===== src/rtl/dpfr_pkg.sv =====
`default_nettype none

package dpfr_pkg;

   // Parameter defaults
   localparam int NUM_SEGMENTS_DEF      = 8;
   localparam int PAGES_PER_SEGMENT_DEF = 256;
   localparam int ADDR_WIDTH_DEF        = 32;

   // Fixed port widths
   localparam int PORT_ADDR_W = 32;
   localparam int SIZE_W      = 25;
   localparam int LEN_W       = 17;
   localparam int PERM_W      = 3;
   localparam int IDX_W       = 3;
   localparam int PIDX_W      = 8;
   localparam int STATUS_W    = 3;
   localparam int SHIFT_W     = 5;
   localparam int SEGCNT_W    = 4;
   localparam int CSR_IDX_W   = 1;
   localparam int CSR_DATA_W  = 5;

   // Request kinds
   localparam logic REQ_LOAD  = 1'b0;
   localparam logic REQ_FAULT = 1'b1;

   // CSR indexes
   localparam logic [CSR_IDX_W-1:0] CSR_PAGE_SHIFT = 1'b0;
   localparam logic [CSR_IDX_W-1:0] CSR_SEG_COUNT  = 1'b1;

   typedef enum logic [STATUS_W-1:0] {
      ST_OUTSIDE  = 3'd0,
      ST_MAPPED   = 3'd1,
      ST_MAP_PAGE = 3'd2,
      ST_LOADED   = 3'd3,
      ST_REJECTED = 3'd4
   } status_type;

   typedef enum logic [1:0] {
      FIN_LOADED   = 2'd0,
      FIN_REJECTED = 2'd1,
      FIN_OUTSIDE  = 2'd2,
      FIN_FAULT    = 2'd3
   } fin_kind_type;

   typedef struct packed {
      logic         capture;
      logic         eval;
      logic         clear;
      logic         scan;
      logic         page;
      logic         finish;
      fin_kind_type kind;
   } dp_cmd_type;

   typedef struct packed {
      logic req_fault;
      logic load_reject;
      logic clear_last;
      logic scan_done;
      logic scan_hit;
   } dp_sts_type;

endpackage

`default_nettype wire


===== src/rtl/dpfr_ctrl.sv =====
`default_nettype none

module dpfr_ctrl (
   input  wire logic                 clock,
   input  wire logic                 reset,
   input  wire logic                 start,
   output logic                      busy,
   input  wire dpfr_pkg::dp_sts_type sts,
   output dpfr_pkg::dp_cmd_type      cmd
);
   import dpfr_pkg::*;

   typedef enum logic [5:0] {
      S_IDLE  = 6'b000001,
      S_EVAL  = 6'b000010,
      S_CLEAR = 6'b000100,
      S_SCAN  = 6'b001000,
      S_PAGE  = 6'b010000,
      S_CHECK = 6'b100000
   } state_type;

   state_type state_ff, state_in;

   always_ff @(posedge clock) begin
      if (reset) begin
         state_ff <= S_IDLE;
      end else begin
         state_ff <= state_in;
      end
   end

   always_comb begin
      state_in = state_ff;
      cmd      = '0;
      cmd.kind = FIN_LOADED;
      unique case (state_ff)
         S_IDLE: begin
            if (start) begin
               cmd.capture = 1'b1;
               state_in    = sts.req_fault ? S_SCAN : S_EVAL;
            end
         end
         S_EVAL: begin
            cmd.eval = 1'b1;
            if (sts.load_reject) begin
               cmd.finish = 1'b1;
               cmd.kind   = FIN_REJECTED;
               state_in   = S_IDLE;
            end else begin
               state_in = S_CLEAR;
            end
         end
         S_CLEAR: begin
            cmd.clear = 1'b1;
            if (sts.clear_last) begin
               cmd.finish = 1'b1;
               cmd.kind   = FIN_LOADED;
               state_in   = S_IDLE;
            end
         end
         S_SCAN: begin
            cmd.scan = 1'b1;
            priority if (sts.scan_done) begin
               cmd.finish = 1'b1;
               cmd.kind   = FIN_OUTSIDE;
               state_in   = S_IDLE;
            end else if (sts.scan_hit) begin
               state_in = S_PAGE;
            end else begin
               state_in = S_SCAN;
            end
         end
         S_PAGE: begin
            cmd.page = 1'b1;
            state_in = S_CHECK;
         end
         S_CHECK: begin
            cmd.finish = 1'b1;
            cmd.kind   = FIN_FAULT;
            state_in   = S_IDLE;
         end
         default: begin
            state_in = S_IDLE;
         end
      endcase
   end

   assign busy = (state_ff != S_IDLE);

`ifndef SYNTHESIS
   a_accept_busy: assert property (@(posedge clock) disable iff (reset)
      (start && !busy) |=> busy)
      else $error("accepted transaction did not raise busy");
   a_page_check: assert property (@(posedge clock) disable iff (reset)
      (state_ff == S_PAGE) |=> (state_ff == S_CHECK))
      else $error("page lookup not followed by check");
   a_finish_idle: assert property (@(posedge clock) disable iff (reset)
      cmd.finish |=> (state_ff == S_IDLE))
      else $error("controller not idle after finishing a transaction");
`endif

endmodule

`default_nettype wire


===== config.mk =====
export PLATFORM = sky130hd
export DESIGN_NAME = dpfr_ctrl
export DESIGN_NICKNAME = d
export VERILOG_FILES = /design/src/rtl/dpfr_pkg.sv /design/src/rtl/dpfr_ctrl.sv
export SDC_FILE = /design/constraint.sdc
export NUM_CORES = 1
export LEC_CHECK = 0
export ABC_AREA = 1
export BUFFER_PORTS_ARGS = -buffer_cell sky130_fd_sc_hd__clkbuf_2
export CAP_MARGIN = 20
export CORE_AREA = 4 4 41 43
export CTS_CLUSTER_SIZE = 14
export DETAILED_ROUTE_END_ITERATION = 12
export DIE_AREA = 0 0 45 47
export GPL_ROUTABILITY_DRIVEN = 0
export MAX_ROUTING_LAYER = met4
export PLACE_DENSITY = 0.61
export SLEW_MARGIN = 20
export SYNTH_ARGS = -nofsm -noshare
export SYNTH_HDL_FRONTEND = slang
export SYNTH_SLANG_ARGS = --single-unit

===== constraint.sdc =====
create_clock -name clock -period 1.3 [get_ports clock]
set_input_delay 0.26 -clock clock [delete_from_list [all_inputs] [get_ports clock]]
set_output_delay 0.26 -clock clock [all_outputs]
set_load 0.05 [all_outputs]

==> Yosys cells after proc, flatten, opt, wreduce, memory -nomap -nowiden <==
Index checks and enable logic that the tools add are counted.
{ "totals": {"inputBits": 8, "out_inout_bits": 9, "ff_bits": 6} }
{ "classes": {"n_eq_ne": 9, "muxes": 17, "n_reduce_logical": 1} }
{ "ops": {"columns": ["operator", "count"], "rows": [
  ["$pmux 6 s5", 1],
  ["$mux 6", 3],
  ["$mux 3", 4],
  ["$pmux 3 s4", 1],
  ["$eq 6x1->1 const B", 1],
  ["$eq 6x2->1 const B", 1],
  ["$eq 6x3->1 const B", 1],
  ["$eq 6x4->1 const B", 1],
  ["$eq 6x5->1 const B", 1],
  ["$eq 6x6->1 const B", 1],
  ["$mux 1", 6],
  ["$ne 6x1->1 const B", 1],
  ["$mux 5", 1],
  ["$mux 4", 1],
  ["$ne 2x2->1 const B", 2],
  ["$reduce_and 2->1", 1]
]} }

==> Depth between registers and ports, before layout <==
Gate-level depths: netlist of run 1.
{ "depth": {"ltp_word": 3, "mapped_depth": 9, "mapped_depth_nobuf": 9} }

==> Worst setup path after synthesis of run 1 <==
No wires, ideal clock.
{ "synth_path": {"path_type": "reg2out", "start": "reg state_ff[1]", "end": "out cmd[2] in the netlist's numbering", "setup_slack_ns": -0.711, "n_path_buf": 0, "t_required_ns": 1.040, "stages_incl_launch_ff": 6, "arrival_time_ns": 1.751, "path_cell_list": "dfxtp_1 > nor2_4 > nand2_1 > nor3_2 > nand2_1 > nand4_1"} }
{ "synth_rtl": {"columns": ["item", "line_no", "text"], "rows": [
  ["start: declaration", "dpfr_ctrl.sv:22", "state_type state_ff, state_in;"],
  ["start signal: assignment", "dpfr_ctrl.sv:28", "state_ff <= state_in;"],
  ["end: declaration", "dpfr_ctrl.sv:9", "output dpfr_pkg::dp_cmd_type cmd"]
]} }

==> results of run 1 <==
worst paths after layout:
check / from / to / slack [ps] / cells after the start
setup / recovery: state_ff[0] / cmd[2] / -240 / 6
hold / removal: sts[4] / state_ff[1] / 200 / 2
setup reg to reg: state_ff[0] / state_ff[0] / -100 / 11
hold reg to reg: state_ff[3] / state_ff[5] / 670 / 4
cell type report:
type | instances | area (sq um) | area share [%]
Multi-Input combinational cell | 45 | 352 | 37.4
Timing Repair Buffer | 37 | 363 | 38.6
Inverter | 16 | 60.1 | 6.38
Sequential cell | 6 | 125 | 13.3
Clock buffer | 3 | 22.5 | 2.39
Tap cell | 15 | 18.8 | 1.99
synthesized netlist by cell type (all sizes together):
cell type,instances,area share (%)
nor3,3,5.4
nor2,15,21
nand3,4,8.1
nand2,13,12
nand4,5,8.1
and2,1,1.9
o21ai,3,3.2
dfxtp,6,26
inv,16,13
nor4,1,1.4
report_power, final:
| part | total, mW | switching (mW) | internal (mW) |
|---|---|---|---|
| Sequential | 0.236 | 0.0281 | 0.208 |
| Combinational | 0.707 | 0.364 | 0.342 |
| Clock | 0.163 | 0.0592 | 0.104 |
stage by stage:
stage | instances | TNS, ps | hold slack [ps] | setup WS (ps) | util [%]
2_1_floorplan | 67 | -585 | 325 | -483 | -
3_3_place_gp | 112 | -204 | 441 | -89.8 | 53.6
3_5_place_dp | 112 | -265 | 443 | -96.1 | 53.6
4_1_cts | 118 | -1670 | 190 | -237 | 66.1
5_1_grt | 122 | -2850 | 195 | -336 | 72.3
6_report | 122 | -1880 | 197 | -236 | 72.3
cell usage in the layout, fill, tap and decap left out, drive strengths merged:
master / count
nor3: 3
and2: 1
clkbuf: 12
nor2: 15
buf: 28
inv: 16
nor4: 1
nand4: 5
dfxtp: 6
nand2: 13
o21ai: 3
nand3: 4
layer usage:
layer	vias to the layer above	part of all wire (%)	track usage (%)
met5	-	0	-
met4	0	0.94	7.02
met3	2	4.5	2.68
met2	14	51	27.7
met1	241	43	15.5
li1	289	-	-
cell families after synthesis:
kind of cell,Yosys count
AND/OR/NAND/NOR,42
AO/OA/AOI/OAI,3
buffers and inverters,16
flip-flops,6
what timing repair did:
| action | CTS | global route |
|---|---|---|
| setup buffers | 3 | 6 |
| setup endpoints to repair | 9 | 13 |
| pin swaps | 6 | 8 |
| gates resized for setup | 27 | 19 |
==> results.txt, run 1 <==
The run finished, with violations left. The checks that failed: setup timing. Slowest library cell on the worst path: sky130_fd_sc_hd__dfxtp_2.

The synthesized design contains 6 register bits. The logs give 17 for the number of I/O pins and 941 sq um for the final cell area excluding filler cells. The total count of hold-check failures in the final report is 0. The floorplan row count is 13. The largest driver fanout on the critical path was 5; the buffers plus inverters on the worst setup path was 1. Hold repair after CTS inserted 0 buffers. The peak supply drop is 0.969 mV, and the worst stage delay on the critical path is 340 ps. From synthesis to final layout, the design area changed by 103%. In this run the standard cell core region covers 1300 sq um. The least setup slack across all paths after layout came out at -236 ps. The tools report the global-route wire length before repair as 2250 um. The class of the tightest hold or removal check was input pin to flip-flop.

From bottom edge to top edge, the die measures 47 um. Post-synthesis mux area share: 0%. The critical path goes through nor2_4, nand2_2, nor3_4, nand2_1, nand4_1, buf_8. The share of cells above drive strength 1 was 67.3%; the total CTS buffers was 3.

The combinational family with the most area after synthesis is simple AND/OR/NAND/NOR gates. In the finished design, the share of the clock period the worst path needs comes to 118%. The detail-routed net length per standard cell came out at 10.5 um. The logs give 0 for the overflow left after global routing and 1 for the CTS H-tree depth. The worst pin sits at a relative slew slack of 85.7%. Clock-pin slew of the registers on the worst-case setup and hold paths: 50 ps. TritonCTS built the clock tree. The die covers 2120 sq um. Based on the critical path, the design can be clocked at up to 651 MHz. The worst setup path is launched from a flip-flop. Dividing total power by cell area gives a power density of 1180 nW/um^2.

Dividing the detail-routed via count by the number of cells gives 4.48. The tools report the CTS sink count as 6. Synthesis produced a netlist with a net count of 75. Start-to-end type of the worst setup path: flip-flop to output port. The share of the synthesized area in compound gates (AO/OA/AOI/OAI) is 3.24%, and the data required time at the worst endpoint is 1040 ps. After the last flow step, the layout net total stands at 117. Setup violations remaining at the end of the flow were counted as 10. Entering global routing, the biggest net connects 6 pins. For this run, design rule violations remaining after detail routing come to 0.

The area after detailed placement is 697 sq um, and the number of antenna cells inserted is 0. Number of buffer cells added on primary ports: 16. The kind of cell with the highest combined delay along the critical path is simple AND/OR/NAND/NOR gates. The tools report the root buffer cell as sky130_fd_sc_hd__clkbuf_4. Cell leakage power: 0.473 nW.

The logs give 6.42 ps for the worst-case clock skew and 0 for the number of warning messages in the yosys log. The global-route total usage across every layer was 15.1%; the synthesized area divided by synthesized cell count was 6.91 sq um. The number of pins exceeding their max-slew limit in the final report was 0; the total wire length was 1280 um. Detailed routing inserted a total of 546 vias. The largest registers in the layout are state_ff x6. For this run, the register share of the synthesized area comes to 25.9%. The register with the most flip-flops in the layout has 6 of them. The measured slew at the worst slew-check pin was 212 ps. For the gate count of the mapped netlist, the log shows 67. The final-layout fill cell count came out at 93.

The horizontal extent of the die was 45 um. The completed layout was analyzed and its total power is 1.11 mW. The effective utilization at floorplan is 35.6%, and the arrival time of data at the critical path endpoint is 1280 ps.

The simple-gate share of the synthesized area is 57.8%. The kind of end point of the critical path was an output port. Setup repair after global routing could not meet its margin everywhere. The via count of the first global-routing pass is 597, and the number of buffers on the longest clock path is 2.

Max-cap violations in this run came to 0. The first-pass detailed-route iteration total was 4; the initial antenna violation count was 0. The run gives 240 ps as the worst-skew pair later-pin latency.

Of the total synthesized cell area, the portion taken by XOR and XNOR cells is 0%. Once detail routing completed, the nets flagged for antenna violations numbered 0. The register with the most flip-flops in the final layout is state_ff.

The logs give 924 um for the half-perimeter wire length of the detailed placement result and 12 for the violation count after the first detailed-routing iteration. The run gives 463 sq um as the cell area after synthesis. The minimum clock period is 1540 ps, and the number of distinct library cells after synthesis is 18. The adder and majority cell fraction of the synthesized area is 0%.
Power figures use the tool's default switching activity.
==> run 2: changes to the inputs <==
--- a/config.mk
+++ b/config.mk
@@ -15,6 +15,7 @@
 export GPL_ROUTABILITY_DRIVEN = 0
 export MAX_ROUTING_LAYER = met4
 export PLACE_DENSITY = 0.61
+export REMOVE_ABC_BUFFERS = 1
 export SLEW_MARGIN = 20
 export SYNTH_ARGS = -nofsm -noshare
 export SYNTH_HDL_FRONTEND = slang
==> run 2 against run 1 <==
Effect of this change:
- the run still ends with setup timing left
- clock skew shrank 4.2 ps
- first-iteration DRC count is 17% higher
- register-to-register slack improved by 50 ps
- cell count shrank 4.1%
- sequential power is essentially flat
- largest cell class is now multi-input gates
==> results.txt, run 2 (same netlist as run 1, synthesis figures left out) <==
The minimum clock period is 1580 ps (was 1540 ps), and the count of endpoints failing setup in the final report is 10 (unchanged). The tools report the overflow left after global routing as 0 (unchanged). The area added between synthesis and finish is 93.0% (was 103%), and the area used by multi-input combinational logic is 335 sq um (was 352 sq um). The final net count is 112 (was 117).

The area used by sequential logic in the layout was 130 sq um (was 125 sq um). The first-pass detailed-route iteration total came out at 4 (unchanged). The global-route wire length before repair is 2000 um (was 2250 um). Slowest library cell on the worst path: sky130_fd_sc_hd__dfxtp_4 (was sky130_fd_sc_hd__dfxtp_2). The worst-case clock skew was 2.18 ps (was 6.42 ps). The number of I/O pins is 17 (unchanged). The logs give 184 ps (was 197 ps) for the tightest hold margin and 14.4% (was 15.1%) for the global-route total usage across every layer. The max-capacitance violation count was 0 (unchanged); the total CTS buffers was 3 (unchanged).

The flip-flop count of the largest register after layout is 6 (unchanged), and the area inside the core boundary is 1300 sq um (unchanged). Tightest slew margin relative to the limit: 84.1% (was 85.7%). Least setup slack across all paths after layout: -275 ps (was -236 ps). The arrival time of data at the critical path endpoint came out at 1320 ps (was 1280 ps).

The CTS H-tree depth is 1 (unchanged), and the floorplan die height is 47 um (unchanged). The share of cells above drive strength 1 is 68.6% (was 67.3%), and the count of placed standard cells in the final layout, fillers left out is 117 (was 122). The worst stage delay on the critical path came out at 350 ps (was 340 ps). The most numerous cell on the critical path was sky130_fd_sc_hd__nand4_1. For the number of buffers on the longest clock path, the log shows 2 (unchanged). The measured slew at the worst slew-check pin is 237 ps (was 212 ps).

The area of the die was 2120 sq um (unchanged). Most frequent cells in the layout: sky130_fd_sc_hd__buf_4 (13), sky130_fd_sc_hd__inv_1 (9), sky130_fd_sc_hd__nand2_1 (8) (was sky130_fd_sc_hd__buf_4 (17), sky130_fd_sc_hd__inv_1 (9), sky130_fd_sc_hd__nand2_1 (9)). The final critical-path share of the clock period is 121% (was 118%). The startpoint kind of the worst setup timing path was a flip-flop (unchanged). The count of unresolved DRC violations after routing was 0 (unchanged); the final-layout fill cell count was 106 (was 93).

For the CTS sink count, the log shows 6 (unchanged). The largest register by flop count was state_ff (unchanged). The achievable frequency was 635 MHz (was 651 MHz). The kind of end point of the critical path is an output port (unchanged). Class of the tightest hold or removal check: input pin to flip-flop (unchanged). The number of cell instances on the worst register-to-register path was 11 (unchanged).

The root buffer cell was sky130_fd_sc_hd__clkbuf_4 (unchanged). The initial antenna violation count was 0 (unchanged); the count of cells along the worst hold path was 2 (unchanged). The vias per cell came out at 4.67 (was 4.48).

The run gives 1040 ps (about the same) as the data required time at the worst endpoint. The ratio of total power to cell area works out to 1190 nW/um^2 (was 1180 nW/um^2). The family with the most delay on the worst path was simple AND/OR/NAND/NOR gates (unchanged). The detail-routed net length per standard cell was 11.0 um (was 10.5 um); the number of antenna cells inserted was 0 (unchanged).

For the worst-skew pair later-pin latency, the log shows 250 ps (was 240 ps). Buffers plus inverters on the worst setup path: 2 (was 1). The number of nets with antenna violations after detailed routing was 0 (unchanged); the largest driver fanout on the critical path was 3 (was 5). The run finished, with violations left. For the worst-case register-to-register setup slack, the log shows -50 ps (was -100 ps).

The tools report the launching point of the worst reg2reg path as state_ff[2] (was state_ff[0]). The logs give 0 (unchanged) for the total count of hold-check failures in the final report and -1850 ps (was -1880 ps) for the sum of negative setup slack. The logs give 546 (unchanged) for the number of vias after detailed routing and 0.443 nW (was 0.473 nW) for the cell leakage power. The run gives 13 (unchanged) as the floorplan row count.

The most frequent standard cell in the layout excluding fill and tap cells is sky130_fd_sc_hd__buf_4 (unchanged). For the violation count after the first detailed-routing iteration, the log shows 14 (was 12). The tools report the terminus of the critical flop-to-flop path as state_ff[0] (unchanged). TritonCTS built the clock tree. The effective utilization at floorplan is 35.6% (unchanged). The number of pins exceeding their max-slew limit in the final report came out at 0 (unchanged).

The clock-pin slew of the registers on the worst-case setup and hold paths works out to 40 ps (was 50 ps). Top flop regs: state_ff x6 (unchanged). The tools report the largest net degree at the start of global routing as 6 (unchanged). Launch point of the critical path: state_ff[2] (was state_ff[0]).

The number of buffer cells added on primary ports was 16 (unchanged). The startpoint of the worst hold path was sts[4] (unchanged). For the total wire length, the log shows 1290 um (was 1280 um).

Destination of the worst hold path: state_ff[1] (unchanged). Setup repair after global routing could not meet its margin everywhere. The number of placed cells counting well taps was 111 (was 112); the peak supply drop was 0.898 mV (was 0.969 mV). Cells along the critical path: nor2_4, buf_6, nand4_1, nand4_1, buf_12 (was nor2_4, nand2_2, nor3_4, nand2_1, nand4_1, buf_8). Failing checks: setup timing (unchanged).

The via count of the first global-routing pass is 488 (was 597). Start-to-end type of the worst setup path: flip-flop to output port (unchanged). The horizontal extent of the die came out at 45 um (unchanged). Half-perimeter wire length of the detailed placement result: 909 um (was 924 um).
## run 2: changes by cell type in the layout (fill, tap and decap cells not counted), sizes merged
cell / before / now
clkbuf: 12 / 10
buf: 28 / 25
## run 2: stage by stage
stage               utilization [%]  setup WS [ps]  power, mW  area, sq um
floorplan                         -           -711      0.540          463
global placement               56.4          -49.6      0.712          734
detailed placement             56.4          -76.8      0.718          734
CTS                            63.7           -270      0.982          830
global route                   68.7           -362       1.13          893
finish                         68.7           -275       1.06          893
## run 2: metal layers
metal | track usage, % | up-vias | wire length [um]
met4 | 10.5 | 0 | 48
met3 | 3.83 | 8 | 107
met2 | 23.7 | 21 | 680
li1 | - | 278 | -
met5 | - | - | 0
met1 | 14.6 | 239 | 451
## run 2: repair_timing
action,in CTS,in global routing
hold buffers,0,0
gates cloned,0,0
buffers inserted,2,2
endpoints found under the setup margin,9,12
pin swaps,3,3
resized for setup,19,18
## run 2: area by class of cell
cell class                 count  area share, %
inverter                      16           6.72
sequential                     6           14.6
multi-input combinational     45           37.5
timing repair buffer          32           36.6
tap                           15           2.10
clock buffer                   3           2.52
## run 2: worst max path at each step
stage,end,slack (ps),depth (start not counted)
floorplan,cmd[2],-710,5
global placement,cmd[2],-50,6
detailed placement,cmd[2],-80,6
CTS,cmd[2],-270,6
global route,cmd[2],-360,5
finish,cmd[2],-280,5
## run 2: where the power goes
| group | leakage, nW | internal (mW) | switching [mW] | total [mW] |
|---|---|---|---|---|
| logic | 0.378 | 0.295 | 0.356 | 0.652 |
| clock network | 0.0138 | 0.105 | 0.0691 | 0.174 |
| registers | 0.0513 | 0.209 | 0.0285 | 0.238 |
| total | 0.443 | 0.609 | 0.454 | 1.06 |
==> run 3: changes to the inputs <==
--- a/config.mk
+++ b/config.mk
@@ -14,7 +14,7 @@
 export DIE_AREA = 0 0 45 47
 export GPL_ROUTABILITY_DRIVEN = 0
 export MAX_ROUTING_LAYER = met4
-export PLACE_DENSITY = 0.61
+export PLACE_DENSITY = 0.6
 export REMOVE_ABC_BUFFERS = 1
 export SLEW_MARGIN = 20
 export SYNTH_ARGS = -nofsm -noshare
==> run 3 against run 2 <==
Effect of this change:
- the flow still finishes with violations (setup timing)
- setup slack improved by 11 ps
- power fell by 3.5%
- non-clock buffer count rose by 2
- sequential share of layout area barely moved
- worst hold slack improved by 4.7 ps
- sequential power barely moved
- cell area rose by 0.14%
- wire length rose by 1.0%
- critical endpoint is now cmd[4]
- highest routed layer unchanged
==> results.txt, run 3 (same netlist as run 1, synthesis figures left out) <==
The flow ran to the end, but the final reports show violations. Failing checks: setup timing (unchanged). The number of buffer cells added on primary ports was 16 (unchanged). The tools report the number of nets with antenna violations after detailed routing as 0 (unchanged).

The largest net degree at the start of global routing was 7 (was 6). The run gives 682 sq um (was 734 sq um) as the area after detailed placement. The total wire length was 1300 um (was 1290 um); the total count of hold-check failures in the final report was 0 (unchanged). The CTS H-tree depth was 1 (unchanged). The tools report the count of unresolved DRC violations after routing as 0 (unchanged). The post-cts hold buffer count was 0 (unchanged); the final cell area excluding filler cells was 895 sq um (was 893 sq um). The largest register by flop count was state_ff (unchanged). TritonCTS built the clock tree. The routed length on met1 is 530 um (was 451 um). Tightest slew margin relative to the limit: 85.1% (was 84.1%). The largest driver fanout on the critical path was 6 (was 3). Tightest hold margin: 189 ps (was 184 ps). The number of cell instances on the worst register-to-register path is 11 (unchanged), and the area inside the core boundary is 1300 sq um (unchanged).

The initial antenna violation count came out at 0 (unchanged). The worst-skew pair later-pin latency is 250 ps (about the same), and the half-perimeter wire length of the detailed placement result is 891 um (was 909 um). The most frequent standard cell in the layout excluding fill and tap cells was sky130_fd_sc_hd__buf_4 (unchanged). The count of endpoints failing setup in the final report was 12 (was 10). Vias per cell: 4.81 (was 4.67).

The tools report the area used by sequential logic in the layout as 130 sq um (unchanged). The horizontal extent of the die was 45 um (unchanged); the met2 wire length was 644 um (was 680 um). The floorplan row count is 13 (unchanged), and the peak supply drop is 1.00 mV (was 0.898 mV). For the least setup slack across all paths after layout, the log shows -264 ps (was -275 ps). Start-to-end type of the worst setup path: flip-flop to output port (unchanged). Top flop regs: state_ff x6 (unchanged). The area added between synthesis and finish works out to 93.2% (was 93.0%). Count of cells along the worst hold path: 2 (unchanged). The area of the die was 2120 sq um (unchanged); the flip-flop count of the largest register after layout was 6 (unchanged). Number of pins exceeding their max-slew limit in the final report: 0 (unchanged).

The kind of end point of the critical path is an output port (unchanged). The number of I/O pins was 17 (unchanged). The detail-routed net length per standard cell works out to 10.9 um (was 11.0 um).

The cell leakage power is 0.457 nW (was 0.443 nW), and the sum of negative setup slack is -2090 ps (was -1850 ps). Slowest library cell on the worst path: sky130_fd_sc_hd__dfxtp_2 (was sky130_fd_sc_hd__dfxtp_4). For the CTS sink count, the log shows 6 (unchanged). The overflow left after global routing was 0 (unchanged). First-pass detailed-route iteration total: 5 (was 4).

Cells along the critical path: nor2_4, buf_4, buf_6, nand3_4, inv_2, clkbuf_16 (was nor2_4, buf_6, nand4_1, nand4_1, buf_12). The total power consumption of the routed design is 1.03 mW (was 1.06 mW). Ratio of total power to cell area: 1150 nW/um^2 (was 1190 nW/um^2). The minimum clock period is 1560 ps (was 1580 ps), and the max-capacitance violation count is 0 (unchanged). The total CTS buffers is 3 (unchanged). Area used by multi-input combinational logic: 319 sq um (was 335 sq um). The violation count after the first detailed-routing iteration was 9 (was 14). For the worst-case clock skew, the log shows 3.54 ps (was 2.18 ps).

For the data required time at the worst endpoint, the log shows 1040 ps (about the same). Setup repair after global routing could not meet its margin everywhere. The number of buffers on the longest clock path is 2 (unchanged), and the global-route total usage across every layer is 14.7% (was 14.4%).

The final net count came out at 114 (was 112). The class of the tightest hold or removal check was input pin to flip-flop (unchanged). The via count of the first global-routing pass was 505 (was 488); the worst stage delay on the critical path was 330 ps (was 350 ps). Startpoint kind of the worst setup timing path: a flip-flop (unchanged).

Highest metal layer with signal wires: met4 (unchanged). For the total length of routed met3 wires, the log shows 71 um (was 107 um). The arrival time of data at the critical path endpoint was 1300 ps (was 1320 ps). The final critical-path share of the clock period is 120% (was 121%). The root buffer cell was sky130_fd_sc_hd__clkbuf_4 (unchanged). The tools report the number of antenna cells inserted as 0 (unchanged). The effective utilization at floorplan was 35.6% (unchanged); the floorplan die height was 47 um (unchanged). The measured slew at the worst slew-check pin works out to 222 ps (was 237 ps). The logs give 572 (was 546) for the number of vias after detailed routing and 639 MHz (was 635 MHz) for the achievable frequency. Most frequent cells in the layout: sky130_fd_sc_hd__buf_4 (15), sky130_fd_sc_hd__inv_1 (10), sky130_fd_sc_hd__nand2_1 (9) (was sky130_fd_sc_hd__buf_4 (13), sky130_fd_sc_hd__inv_1 (9), sky130_fd_sc_hd__nand2_1 (8)).

The run gives -80.5 ps (was -76.8 ps) as the worst setup slack after placement. The global-route wire length before repair was 2070 um (was 2000 um). Clock-pin slew of the registers on the worst-case setup and hold paths: 50 ps (was 40 ps). The share of cells above drive strength 1 came out at 62.5% (was 68.6%).

The final-layout fill cell count is 113 (was 106).
run 3: path summary, 6_finish.rpt:
kind / from / end / slack (ps)
hold reg to reg: state_ff[3] / state_ff[5] / 700
setup / recovery: state_ff[5] / cmd[4] / -260
setup reg to reg: state_ff[5] / state_ff[0] / -100
hold / removal: sts[4] / state_ff[1] / 190
run 3: layout make-up:
class                      instances  area share (%)
inverter                          16            6.99
timing repair buffer              34            38.2
tap                               15            2.10
clock buffer                       3            2.52
sequential                         6            14.5
multi-input combinational         45            35.7
run 3: worst max-delay path, delay by kind of cell (launching register included):
kind	cells	cell delay, ps
buffers and inverters	4	460
and+or+nand+nor	2	270
DFF	1	330
run 3: per-stage QoR:
| step | util, % | cells |
|---|---|---|
| 2_1_floorplan | - | 67 |
| 3_3_place_gp | 52.4 | 112 |
| 3_5_place_dp | 52.4 | 112 |
| 4_1_cts | 65.8 | 118 |
| 5_1_grt | 68.8 | 119 |
| 6_report | 68.8 | 119 |
run 3: layer usage:
metal	global-route usage (%)	vias up
met4	12.9	0
met1	15.5	249
met5	-	-
li1	-	288
met3	2.30	7
met2	23.7	28
run 3: repair_timing:
action,4_1_cts,5_1_grt
buffers inserted,3,1
pin swaps,2,3
endpoints found under the setup margin,10,12
gates resized for setup,32,12
run 3: report_power, final:
group          switching, mW  total [mW]  internal, mW  leakage (nW)
registers             0.0276       0.238         0.210        0.0508
logic                  0.337       0.614         0.278         0.393
clock network         0.0696       0.174         0.105        0.0138
total                  0.434        1.03         0.592         0.457
